### config.mk
export PLATFORM = sky130hd
export DESIGN_NAME = sdr_udp_iq_frame_deframer
export DESIGN_NICKNAME = d
export VERILOG_FILES = /design/src/rtl/iqdfr_pkg.sv /design/src/rtl/iqdfr_front.sv /design/src/rtl/iqdfr_fifo.sv /design/src/rtl/iqdfr_back.sv /design/src/rtl/sdr_udp_iq_frame_deframer.sv
export SDC_FILE = /design/constraint.sdc
export NUM_CORES = 1
export LEC_CHECK = 0
export ABC_AREA = 1
export BUFFER_PORTS_ARGS = -buffer_cell sky130_fd_sc_hd__buf_2
export CAP_MARGIN = 10
export CELL_PAD_IN_SITES_DETAIL_PLACEMENT = 2
export CELL_PAD_IN_SITES_GLOBAL_PLACEMENT = 2
export CORE_MARGIN = 2
export CORE_UTILIZATION = 39
export CTS_CLUSTER_SIZE = 14
export DETAILED_ROUTE_END_ITERATION = 12
export PLACE_DENSITY = 0.83
export SKIP_LAST_GASP = 1
export SYNTH_ARGS = -nofsm -noshare
export SYNTH_HDL_FRONTEND = slang
export SYNTH_SLANG_ARGS = --single-unit
### constraint.sdc
create_clock -name aclk -period 8.2 [get_ports aclk]
set_clock_uncertainty 0.05 [all_clocks]
set_input_delay 1.23 -clock aclk [delete_from_list [all_inputs] [get_ports aclk]]
set_output_delay 1.23 -clock aclk [all_outputs]
set_load 0.01 [all_outputs]
### src/rtl/iqdfr_pkg.sv
// ----------------------------------------------------------------------------
// iqdfr_pkg
// Types, constants and codes shared by the IQ datagram deframer modules.
// ----------------------------------------------------------------------------
package iqdfr_pkg;

    localparam int SAMPLES_PER_FRAME_DEF = 63;
    localparam int FRAME_BYTES           = 512;
    localparam int FRAME_AW              = $clog2(FRAME_BYTES);
    localparam int POS_W                 = 11;
    localparam int SLOT_W                = FRAME_AW - 3;
    localparam int QUEUE_DEPTH           = 4;

    localparam logic [POS_W-1:0] HDR_LEN = POS_W'(8);
    localparam logic [POS_W-1:0] PKT_END = POS_W'(8 + 2 * FRAME_BYTES);

    localparam logic [7:0] SIG_BYTE0 = 8'hEF;
    localparam logic [7:0] SIG_BYTE1 = 8'hFE;
    localparam logic [7:0] SYNC_BYTE = 8'h7F;

    localparam logic [11:0] COUNT_MAX      = 12'hFFF;
    localparam logic [11:0] BLOCK_SIZE_RST = 12'd240;
    localparam logic [7:0]  PKT_TYPE_RST   = 8'd1;

    localparam int CFG_IDX_W = 8;
    localparam int CFG_DATA_W = 12;
    localparam logic [CFG_IDX_W-1:0] CFG_BLOCK_SIZE  = 8'd0;
    localparam logic [CFG_IDX_W-1:0] CFG_PACKET_TYPE = 8'd1;

    localparam logic OP_SHIFT = 1'b0;
    localparam logic OP_EMIT  = 1'b1;

    typedef struct packed {
        logic [7:0] data_byte;
        logic       packet_start;
    } in_item_t;

    typedef struct packed {
        logic signed [23:0] sample_real;
        logic signed [23:0] sample_imag;
        logic               block_end;
    } out_item_t;

    typedef struct packed {
        logic       op;
        logic [7:0] data_byte;
        logic       last_slot;
    } cmd_t;

endpackage

### src/rtl/iqdfr_front.sv
// ----------------------------------------------------------------------------
// iqdfr_front
// Tracks datagram offset, checks header and frame sync, and issues slot
// byte commands to the back end.
// ----------------------------------------------------------------------------
module iqdfr_front #(
    parameter int SAMPLES_PER_FRAME = iqdfr_pkg::SAMPLES_PER_FRAME_DEF
) (
    input  logic               aclk,
    input  logic               aresetn,
    input  logic               in_fire,
    input  iqdfr_pkg::in_item_t in_item,
    input  logic [7:0]         packet_type,
    output logic               cmd_push,
    output iqdfr_pkg::cmd_t    cmd
);
    import iqdfr_pkg::*;

    localparam logic [SLOT_W-1:0] SPF = SLOT_W'(SAMPLES_PER_FRAME);

    logic [POS_W-1:0]    pos_reg, pos_next;
    logic                pkt_ok_reg, pkt_ok_next;
    logic                frm_ok_reg, frm_ok_next;

    logic [POS_W-1:0]    pos;
    logic [POS_W-1:0]    pos_hdr;
    logic [FRAME_AW-1:0] f;
    logic [FRAME_AW-1:0] rel;
    logic [SLOT_W-1:0]   slot;
    logic [2:0]          sub;
    logic [7:0]          b;

    always_comb begin
        b        = in_item.data_byte;
        pos      = in_item.packet_start ? '0 : pos_reg;
        pos_hdr  = pos - HDR_LEN;
        f        = pos_hdr[FRAME_AW-1:0];
        rel      = f - FRAME_AW'(8);
        slot     = rel[FRAME_AW-1:3];
        sub      = rel[2:0];

        pos_next    = pos_reg;
        pkt_ok_next = pkt_ok_reg;
        frm_ok_next = frm_ok_reg;
        cmd_push    = 1'b0;
        cmd.op        = OP_SHIFT;
        cmd.data_byte = b;
        cmd.last_slot = (slot == SPF - SLOT_W'(1));

        if (in_fire) begin
            pos_next = pos;
            if (pos < PKT_END) begin
                pos_next = pos + POS_W'(1);
                if (pos == POS_W'(0)) begin
                    pkt_ok_next = in_item.packet_start && (b == SIG_BYTE0);
                end else if (pos == POS_W'(1)) begin
                    pkt_ok_next = pkt_ok_reg && (b == SIG_BYTE1);
                end else if (pos == POS_W'(2)) begin
                    pkt_ok_next = pkt_ok_reg && (b == packet_type);
                end else if (pos >= HDR_LEN && pkt_ok_reg) begin
                    if (f == '0) begin
                        frm_ok_next = (b == SYNC_BYTE);
                    end else if (f < FRAME_AW'(3)) begin
                        frm_ok_next = frm_ok_reg && (b == SYNC_BYTE);
                    end else if (f >= FRAME_AW'(8) && frm_ok_reg && slot < SPF) begin
                        if (sub < 3'd5) begin
                            cmd_push = 1'b1;
                            cmd.op   = OP_SHIFT;
                        end else if (sub == 3'd5) begin
                            cmd_push = 1'b1;
                            cmd.op   = OP_EMIT;
                        end
                    end
                end
            end
        end
    end

    always_ff @(posedge aclk) begin
        if (!aresetn) begin
            pos_reg    <= '0;
            pkt_ok_reg <= 1'b0;
            frm_ok_reg <= 1'b0;
        end else begin
            pos_reg    <= pos_next;
            pkt_ok_reg <= pkt_ok_next;
            frm_ok_reg <= frm_ok_next;
        end
    end

endmodule

### src/rtl/iqdfr_fifo.sv
// ----------------------------------------------------------------------------
// iqdfr_fifo
// Short command queue between the classifier and the sample assembler.
// ----------------------------------------------------------------------------
module iqdfr_fifo (
    input  logic            aclk,
    input  logic            aresetn,
    input  logic            push,
    input  iqdfr_pkg::cmd_t push_cmd,
    input  logic            pop,
    output logic            full,
    output logic            not_empty,
    output iqdfr_pkg::cmd_t pop_cmd
);
    import iqdfr_pkg::*;

    localparam int AW = $clog2(QUEUE_DEPTH);

    cmd_t          mem [QUEUE_DEPTH];
    logic [AW-1:0] wr_reg, wr_next;
    logic [AW-1:0] rd_reg, rd_next;
    logic [AW:0]   cnt_reg, cnt_next;

    always_comb begin
        full      = (cnt_reg == (AW+1)'(QUEUE_DEPTH));
        not_empty = (cnt_reg != '0);
        pop_cmd   = mem[rd_reg];
        wr_next   = push ? wr_reg + AW'(1) : wr_reg;
        rd_next   = pop ? rd_reg + AW'(1) : rd_reg;
        cnt_next  = cnt_reg + (AW+1)'(push) - (AW+1)'(pop);
    end

    always_ff @(posedge aclk) begin
        if (push) begin
            mem[wr_reg] <= push_cmd;
        end
    end

    always_ff @(posedge aclk) begin
        if (!aresetn) begin
            wr_reg  <= '0;
            rd_reg  <= '0;
            cnt_reg <= '0;
        end else begin
            wr_reg  <= wr_next;
            rd_reg  <= rd_next;
            cnt_reg <= cnt_next;
        end
    end

endmodule

### src/rtl/iqdfr_back.sv
// ----------------------------------------------------------------------------
// iqdfr_back
// Assembles slot bytes into I/Q samples, counts block length and holds the
// result register.
// ----------------------------------------------------------------------------
module iqdfr_back (
    input  logic                 aclk,
    input  logic                 aresetn,
    input  logic                 cmd_avail,
    input  iqdfr_pkg::cmd_t      cmd,
    output logic                 cmd_pop,
    input  logic [11:0]          block_size,
    output logic                 m_valid,
    input  logic                 m_ready,
    output iqdfr_pkg::out_item_t m_item
);
    import iqdfr_pkg::*;

    logic [39:0] held_reg, held_next;
    logic [11:0] cnt_reg, cnt_next;
    logic        vld_reg, vld_next;
    out_item_t   item_reg, item_next;
    logic [11:0] cnt_inc;
    logic        bend;

    always_comb begin
        cmd_pop   = cmd_avail && (!vld_reg || m_ready);
        held_next = held_reg;
        cnt_next  = cnt_reg;
        item_next = item_reg;
        vld_next  = vld_reg && !m_ready;
        cnt_inc   = (cnt_reg < COUNT_MAX) ? cnt_reg + 12'd1 : cnt_reg;
        bend      = cmd.last_slot && (cnt_inc >= block_size);

        if (cmd_pop) begin
            if (cmd.op == OP_SHIFT) begin
                held_next = {held_reg[31:0], cmd.data_byte};
            end else begin
                vld_next              = 1'b1;
                item_next.sample_imag = held_reg[39:16];
                item_next.sample_real = {held_reg[15:0], cmd.data_byte};
                item_next.block_end   = bend;
                cnt_next              = bend ? 12'd0 : cnt_inc;
            end
        end
    end

    always_ff @(posedge aclk) begin
        item_reg <= item_next;
        if (!aresetn) begin
            held_reg <= '0;
            cnt_reg  <= '0;
            vld_reg  <= 1'b0;
        end else begin
            held_reg <= held_next;
            cnt_reg  <= cnt_next;
            vld_reg  <= vld_next;
        end
    end

    assign m_valid = vld_reg;
    assign m_item  = item_reg;

endmodule

### src/rtl/sdr_udp_iq_frame_deframer.sv
// ----------------------------------------------------------------------------
// sdr_udp_iq_frame_deframer
// IQ datagram deframer: bytes in, signed 24-bit I/Q samples out.
// ----------------------------------------------------------------------------
// Usage:
//   s_valid/s_ready/s_item carry one datagram byte per item; packet_start
//   marks the first byte. An 8-byte header (EF FE type ...) is checked, then
//   two 512-byte frames with 7F 7F 7F sync; each 8-byte slot yields one
//   sample on m_valid/m_ready/m_item, with block_end on the last slot of a
//   frame once block_size samples have gone out.
//   cfg_valid/cfg_ready/cfg_index/cfg_data write block_size (0) and
//   packet_type (1); cfg_ready is always high. Write only while idle.
// Throughput: one byte per cycle while the queue is not full. Path: the
//   sixth slot byte goes through the queue write, then the result register
//   raises m_valid, later while older commands wait in the 4-entry queue.
// Reset: clears offset, header/sync flags, block count and the queue;
//   registers return to block_size 240, packet_type 1.
// Stall: a stalled result holds; the queue keeps taking bytes until full,
//   then s_ready drops.
// ----------------------------------------------------------------------------
module sdr_udp_iq_frame_deframer #(
    parameter int SAMPLES_PER_FRAME = iqdfr_pkg::SAMPLES_PER_FRAME_DEF
) (
    input  logic                                aclk,
    input  logic                                aresetn,
    input  logic                                s_valid,
    output logic                                s_ready,
    input  iqdfr_pkg::in_item_t                 s_item,
    output logic                                m_valid,
    input  logic                                m_ready,
    output iqdfr_pkg::out_item_t                m_item,
    input  logic                                cfg_valid,
    output logic                                cfg_ready,
    input  logic [iqdfr_pkg::CFG_IDX_W-1:0]     cfg_index,
    input  logic [iqdfr_pkg::CFG_DATA_W-1:0]    cfg_data
);
    import iqdfr_pkg::*;

    logic [11:0] block_size_reg;
    logic [7:0]  packet_type_reg;
    logic        q_full;
    logic        q_avail;
    logic        q_pop;
    logic        cmd_push;
    cmd_t        cmd_in;
    cmd_t        cmd_out;
    logic        in_fire;

    assign cfg_ready = 1'b1;
    assign s_ready   = !q_full;
    assign in_fire   = s_valid && s_ready;

    always_ff @(posedge aclk) begin
        if (!aresetn) begin
            block_size_reg  <= BLOCK_SIZE_RST;
            packet_type_reg <= PKT_TYPE_RST;
        end else if (cfg_valid) begin
            if (cfg_index == CFG_BLOCK_SIZE) begin
                block_size_reg <= cfg_data[11:0];
            end else if (cfg_index == CFG_PACKET_TYPE) begin
                packet_type_reg <= cfg_data[7:0];
            end
        end
    end

    iqdfr_front #(
        .SAMPLES_PER_FRAME(SAMPLES_PER_FRAME)
    ) u_front (
        .aclk       (aclk),
        .aresetn    (aresetn),
        .in_fire    (in_fire),
        .in_item    (s_item),
        .packet_type(packet_type_reg),
        .cmd_push   (cmd_push),
        .cmd        (cmd_in)
    );

    iqdfr_fifo u_fifo (
        .aclk     (aclk),
        .aresetn  (aresetn),
        .push     (cmd_push),
        .push_cmd (cmd_in),
        .pop      (q_pop),
        .full     (q_full),
        .not_empty(q_avail),
        .pop_cmd  (cmd_out)
    );

    iqdfr_back u_back (
        .aclk      (aclk),
        .aresetn   (aresetn),
        .cmd_avail (q_avail),
        .cmd       (cmd_out),
        .cmd_pop   (q_pop),
        .block_size(block_size_reg),
        .m_valid   (m_valid),
        .m_ready   (m_ready),
        .m_item    (m_item)
    );

endmodule
# Word-level counts from Yosys, hierarchy flattened
# Memories as Yosys holds them, arrays and structs flattened. A register that Yosys moved wholly into a read port is not among the register bits.
# Index checks and enable logic that the tools add are counted.
# W data, S select, Z words.
[word_totals] regBits=142 ram_bits=40 in_bits=34 out_inout_bits=52 wordCells=109 mem_count=1
[classes] n_addsub=8 order_cmp=8 n_eq_ne=10 n_mux=36 bitwise=5 reduce_logical=27
[mem_list] memory="u_fifo.mem" depth=4 width=10 rd=1 rd_ports_with_merged_regs=1 write_ports=1 line_no="iqdfr_fifo.sv:19" text="cmd_t mem [QUEUE_DEPTH];"
[ops] cell="$mux W1" count=30
[ops] cell="$mux W12" count=2
[ops] cell="$mux W11" count=2
[ops] cell="$sub A9 B4 Y9 const B" count=2
[ops] cell="$eq A8 B8 Y1 const B" count=2
[ops] cell="$add A12 B1 Y12 const B" count=1
[ops] cell="$ge A12 B12 Y1" count=1
[ops] cell="$lt A12 B12 Y1 const B" count=1
[ops] cell="$add A11 B1 Y11 const B" count=1
[ops] cell="$eq A11 B1 Y1 const B" count=1
[ops] cell="$eq A11 B2 Y1 const B" count=1
[ops] cell="$ge A11 B4 Y1 const B" count=1
[ops] cell="$logic_and A1 B1 Y1" count=11
[ops] cell="$logic_not A11 Y1" count=1
[ops] cell="$lt A11 B11 Y1 const B" count=1
[ops] cell="$ge A9 B4 Y1 const B" count=1
[ops] cell="$logic_not A9 Y1" count=1
[ops] cell="$lt A9 B2 Y1 const B" count=1
[ops] cell="$eq A8 B1 Y1 const B" count=1
[ops] cell="$eq A8 B7 Y1 const B" count=1
[ops] cell="$eq A8 B8 Y1" count=1
[ops] cell="$logic_not A8 Y1" count=1
[ops] cell="$reduce_and A7 Y1" count=1
[ops] cell="$eq A3 B3 Y1 const B" count=2
[ops] cell="other kinds (14)" count=26

# Longest topological paths before layout
[depth] depth_word=17 ltp_mapped=23 ltp_nobuf=22

# Cells and area by module
# From an unflattened synthesis, not the netlist that was laid out.
[hier_totals] cells_unflattened=965 hier_area_um2=8569.5
[modules_own_cells] module="iqdfr_back" instances=1 cells_per_inst=417 area_each_um2=4081.4 seq_area_each_um2=2532.4
[modules_own_cells] module="iqdfr_fifo" instances=1 cells_per_inst=171 area_each_um2=2004.4 seq_area_each_um2=1381.3
[modules_own_cells] module="iqdfr_front" instances=1 cells_per_inst=244 area_each_um2=1536.5 seq_area_each_um2=260.2
[modules_own_cells] module="sdr_udp_iq_frame_deframer" instances=1 cells_per_inst=133 area_each_um2=947.2 seq_area_each_um2=400.4

# Worst setup path after synthesis
# Ideal clock, no wire load.
[synth_timing] path_kind="in2reg" from="input s_item[0] (netlist bit)" to="register u_fifo.cnt_reg[2]" setup_time_ns=0.070 arrival_ns=3.799 required_time_ns=8.080 setup_slack_ns=4.281 stages=17 n_path_buf=1 cell_sequence="inv_2 -> buf_6 -> nand2_1 -> ha_1 -> or2_2 -> o21ai_1 -> nand3_2 -> nor2_4 -> nand3_4 -> ha_1 -> inv_1 -> ha_1 -> inv_1 -> fa_1 -> inv_1 -> o21ai_0 -> a21oi_1"
[synth_between] elab_chain_cells=17 elab_cells_between_ends=30 cone_classes="add/sub (4); order compare (6); eq/ne (3); mux (12); reduce/logical (5)"
[synth_lines] item="from (decl)" line_no="sdr_udp_iq_frame_deframer.sv:28" text="input iqdfr_pkg::in_item_t s_item,"
[synth_lines] item="$mux W11 (*)" line_no="iqdfr_front.sv:35" text="pos = in_item.packet_start ? '0 : pos_reg;"
[synth_lines] item="parallel branches: the longest is 12 deep, another holds $sub A9 B4 Y9"
[synth_lines] item="$mux W1 (*)" line_no="iqdfr_front.sv:52" text="if (pos < PKT_END) begin"
[synth_lines] item="$mux W1 (*)" line_no="iqdfr_front.sv:50" text="if (in_fire) begin"
[synth_lines] item="$add A3 B1 Y3 (*)" line_no="iqdfr_fifo.sv:30" text="cnt_next = cnt_reg + (AW+1)'(push) - (AW+1)'(pop);"
[synth_lines] item="$sub A3 B1 Y3 (*)" line_no="iqdfr_fifo.sv:30"
[synth_lines] item="to (signal assigned)" line_no="iqdfr_fifo.sv:47" text="cnt_reg <= cnt_next;"
[synth_lines] item="to (decl)" line_no="iqdfr_fifo.sv:22" text="logic [AW:0] cnt_reg, cnt_next;"
# Every way passes the cells marked *.
# A chain may end at the register's enable or synchronous reset.

# Worst setup path after layout
# Ends and elaborated chain as after synthesis.

==> metrics <==
worst slew margin relative to its limit=around 27%; DRT iter0 DRCs=240; GRT Total Usage=a little under a quarter; Cells after Synth=891; Avg Inst Size Synth=around 9 µm²; DRC=0; Crit path top cell by count=inv_1; total nets after synthesis=between 900 and 1,000; worst slew pin tran=about 1.1 ns; fin crit period=around 4.6 ns; worst-path cell chain=buf_2 -> inv_2 -> nand2_1 -> inv_1 -> ha_1 -> inv_1 -> nand3_1 -> nor2_1 -> nand3_1 -> nor2_1 -> nor2_1 -> nand3_2 -> nand3_4 -> ha_1 -> inv_1 -> ha_1 -> inv_1 -> fa_1 -> inv_1 -> o21ai_0 -> a21oi_1; GP Congestion=0.7849; Rows=52; Routed wire per std cell=approximately 20 µm; VDD IR-drop max=192.7 µV; critical-path cell with the highest stage delay=fa_1; hold_sp=u_back.held_reg[37]$_SDFFE_PN0P_; maximum clock insertion buffer count=2; max reg flops=between 40 and 50; Worst Hold Depth=0; PwrDens=336.8 nW/µm²; CP max stage delay=~0.40 ns; Clock Latency Late Sink=between 0.4 and 0.5 ns; number of H-tree levels=4; Critical R2R Launch=u_front.pos_reg[1]$_SDFFE_PN0P_; max-cap viol count=0; endpoints failing hold=0; Tcrit/Tclk final=about 57%; PnR Total Power=approximately 3.2 mW; WL final=~25,000 µm; R2R cell count=17; CTS resizes=0; drt pass-1 iters=5; Buffers on Ports=84; initial antenna violation count=0; layout cells sized above 1=~15%; die area=around 22,000 µm²; CTS Buf Count=17; Max FO, Critical Path=14; Seq cells post-synth=about 180; clock root cell=clkbuf_16; Initial Utilization=39.80%; Max Freq=between 200 and 250 MHz; global-route wire length before repair=about 39,000 µm; Die Y=147.9 µm; cts-stage hold buffer count=0; antenna cells=0; vias per cell=5.157; Finished Layout Cells=roughly 1,300; CP arrival=about 5.0 ns; outcome=finished, final reports clean; Detail Route Antenna Nets=0; post-synthesis sequential area ratio=56.62%; post-DP HPWL=between 15,000 and 20,000 µm; most frequent cells in the layout=nor2_1 (138), nand2_1 (137), inv_1 (101); core footprint=between 20,000 and 25,000 µm²; commonest non-fill, non-tap cell in the layout=nor2_1; Synth cell types=44; IO Count=86; CTS tree=yes; Post-Syn Area=8079 µm²; Final Slew Violations=0; die width=roughly 150 µm; Synth Warn #=0; Worst-path clk slew=~0.09 ns; Hold Path End=u_back.m_item[22]$_DFFE_PP_; vias in the first global route=between 7,000 and 8,000; kind of cell adding the most delay to the critical path=simple AND/OR/NAND/NOR gates; Hold Path Class=flop to flop; CP Buf/Inv Count=7; Layout area overhead=16.28%; Setup CP Type=input port to flop; Crit. End Element=flop; RSZ-0062 raised after global routing=no; clock sink total=approximately 180; CP required=~8.5 ns; Vias=around 6,500; CP Launch Type=input port; pin count of the biggest net entering global routing=63; Final setup viols=0; total gr overflow=0; Lkg Pwr=roughly 4.0 nW; final net count=just over 1,000; Reg2Reg Setup Slack=~4.4 ns; Placed Cells=about 1,200; RR Endpoint=u_fifo.cnt_reg[2]$_SDFF_PN0_; setup tns final=0 ns; postcts setup bufs=0
-- logic make-up after synthesis --
group / count (synthesis) / share of synthesized area [%]
simple gates: 375 / 20.58
flops: 184 / 56.62
compound gates: 158 / 10.64
buf+inv: 134 / 6.473
fa+ha+maj: 28 / 4.429
xor+xnor: 10 / 1.084
other cells: 1 / 0.04642
mux: 1 / 0.1239
-- how the worst max path moves through the flow --
| stage | startpoint | endpoint | cells after the start |
|---|---|---|---|
| 3_5_place_dp | s_item[0] | u_fifo.cnt_reg[2]$_SDFF_PN0_ | 21 |
| 2_1_floorplan | s_item[0] | u_fifo.cnt_reg[2]$_SDFF_PN0_ | 17 |
| 6_report | s_item[0] | u_fifo.cnt_reg[2]$_SDFF_PN0_ | 21 |
| 3_3_place_gp | s_item[0] | u_fifo.cnt_reg[2]$_SDFF_PN0_ | 21 |
| 4_1_cts | s_item[0] | u_fifo.cnt_reg[2]$_SDFF_PN0_ | 21 |
| 5_1_grt | s_item[0] | u_fifo.cnt_reg[2]$_SDFF_PN0_ | 22 |
-- final cells by class --
| cell class | count | area [µm²] |
|---|---|---|
| clock buffers | 17 | 425.4 |
| clock inverters | 15 | 222.7 |
| fillers | 2200 | 10910 |
| inverters | 103 | 386.6 |
| multi-input cells | 573 | 2989 |
| flip-flops and latches | 184 | 4574 |
| well taps | 270 | 337.8 |
| repair buffers | 89 | 457.9 |
-- cells in the mapped netlist, drive strengths merged --
| cell | n | area share (%) |
|---|---|---|
| ha | 27 | 4.2 |
| conb | 1 | 0.046 |
| nor4 | 2 | 0.15 |
| dfxtp | 95 | 24 |
| clkbuf | 24 | 1.1 |
| nor3b | 4 | 0.37 |
| o21ai | 78 | 4.9 |
| o21a | 2 | 0.19 |
| xor2 | 6 | 0.65 |
| a211oi | 8 | 0.74 |
| a21oi | 51 | 3.2 |
| mux2i | 1 | 0.12 |
| nor3 | 16 | 1.2 |
| or2 | 1 | 0.077 |
| buf | 7 | 0.57 |
| edfxtp | 89 | 33 |
| nor2 | 143 | 7.0 |
| clkinv | 1 | 0.046 |
| nand3 | 51 | 3.5 |
| xnor2 | 4 | 0.43 |
| a2bb2oi | 1 | 0.11 |
| a31oi | 2 | 0.15 |
| o22ai | 10 | 0.77 |
| fa | 1 | 0.25 |
| nand2 | 147 | 7.4 |
| inv | 102 | 4.7 |
| nand3b | 1 | 0.093 |
| a32o | 1 | 0.12 |
| o211ai | 5 | 0.46 |
| nand4 | 10 | 0.77 |
-- layer usage --
layer  global-route usage [%]  vias up  part of all wire (%)
met2                    43.67      104                    53
met4                    9.095        0                   2.7
met3                    4.537       40                   2.8
met5                        0        -                     0
li1                         -     3122                     -
met1                    26.22     3186                    41
-- through the flow --
step | setup WS (ns) | instance area (µm²) | util (%) | hold slack (ns)
6_report | 3.561 | 9394 | 46.28 | 0.3851
3_5_place_dp | 3.355 | 8746 | 43.08 | 0.3682
3_3_place_gp | 3.572 | 8746 | 43.08 | 0.3618
5_1_grt | 3.276 | 9394 | 46.28 | 0.3978
4_1_cts | 3.587 | 9394 | 46.28 | 0.3815
2_1_floorplan | 4.281 | 8079 | - | 0.3582
-- power by group --
part | switching (mW) | leakage [nW] | internal [mW]
combinational | 0.585 | 2.03 | 0.248
clock | 0.466 | 0.311 | 0.433
sequential | 0.150 | 1.61 | 1.28
(Power assumes the default switching activity.)
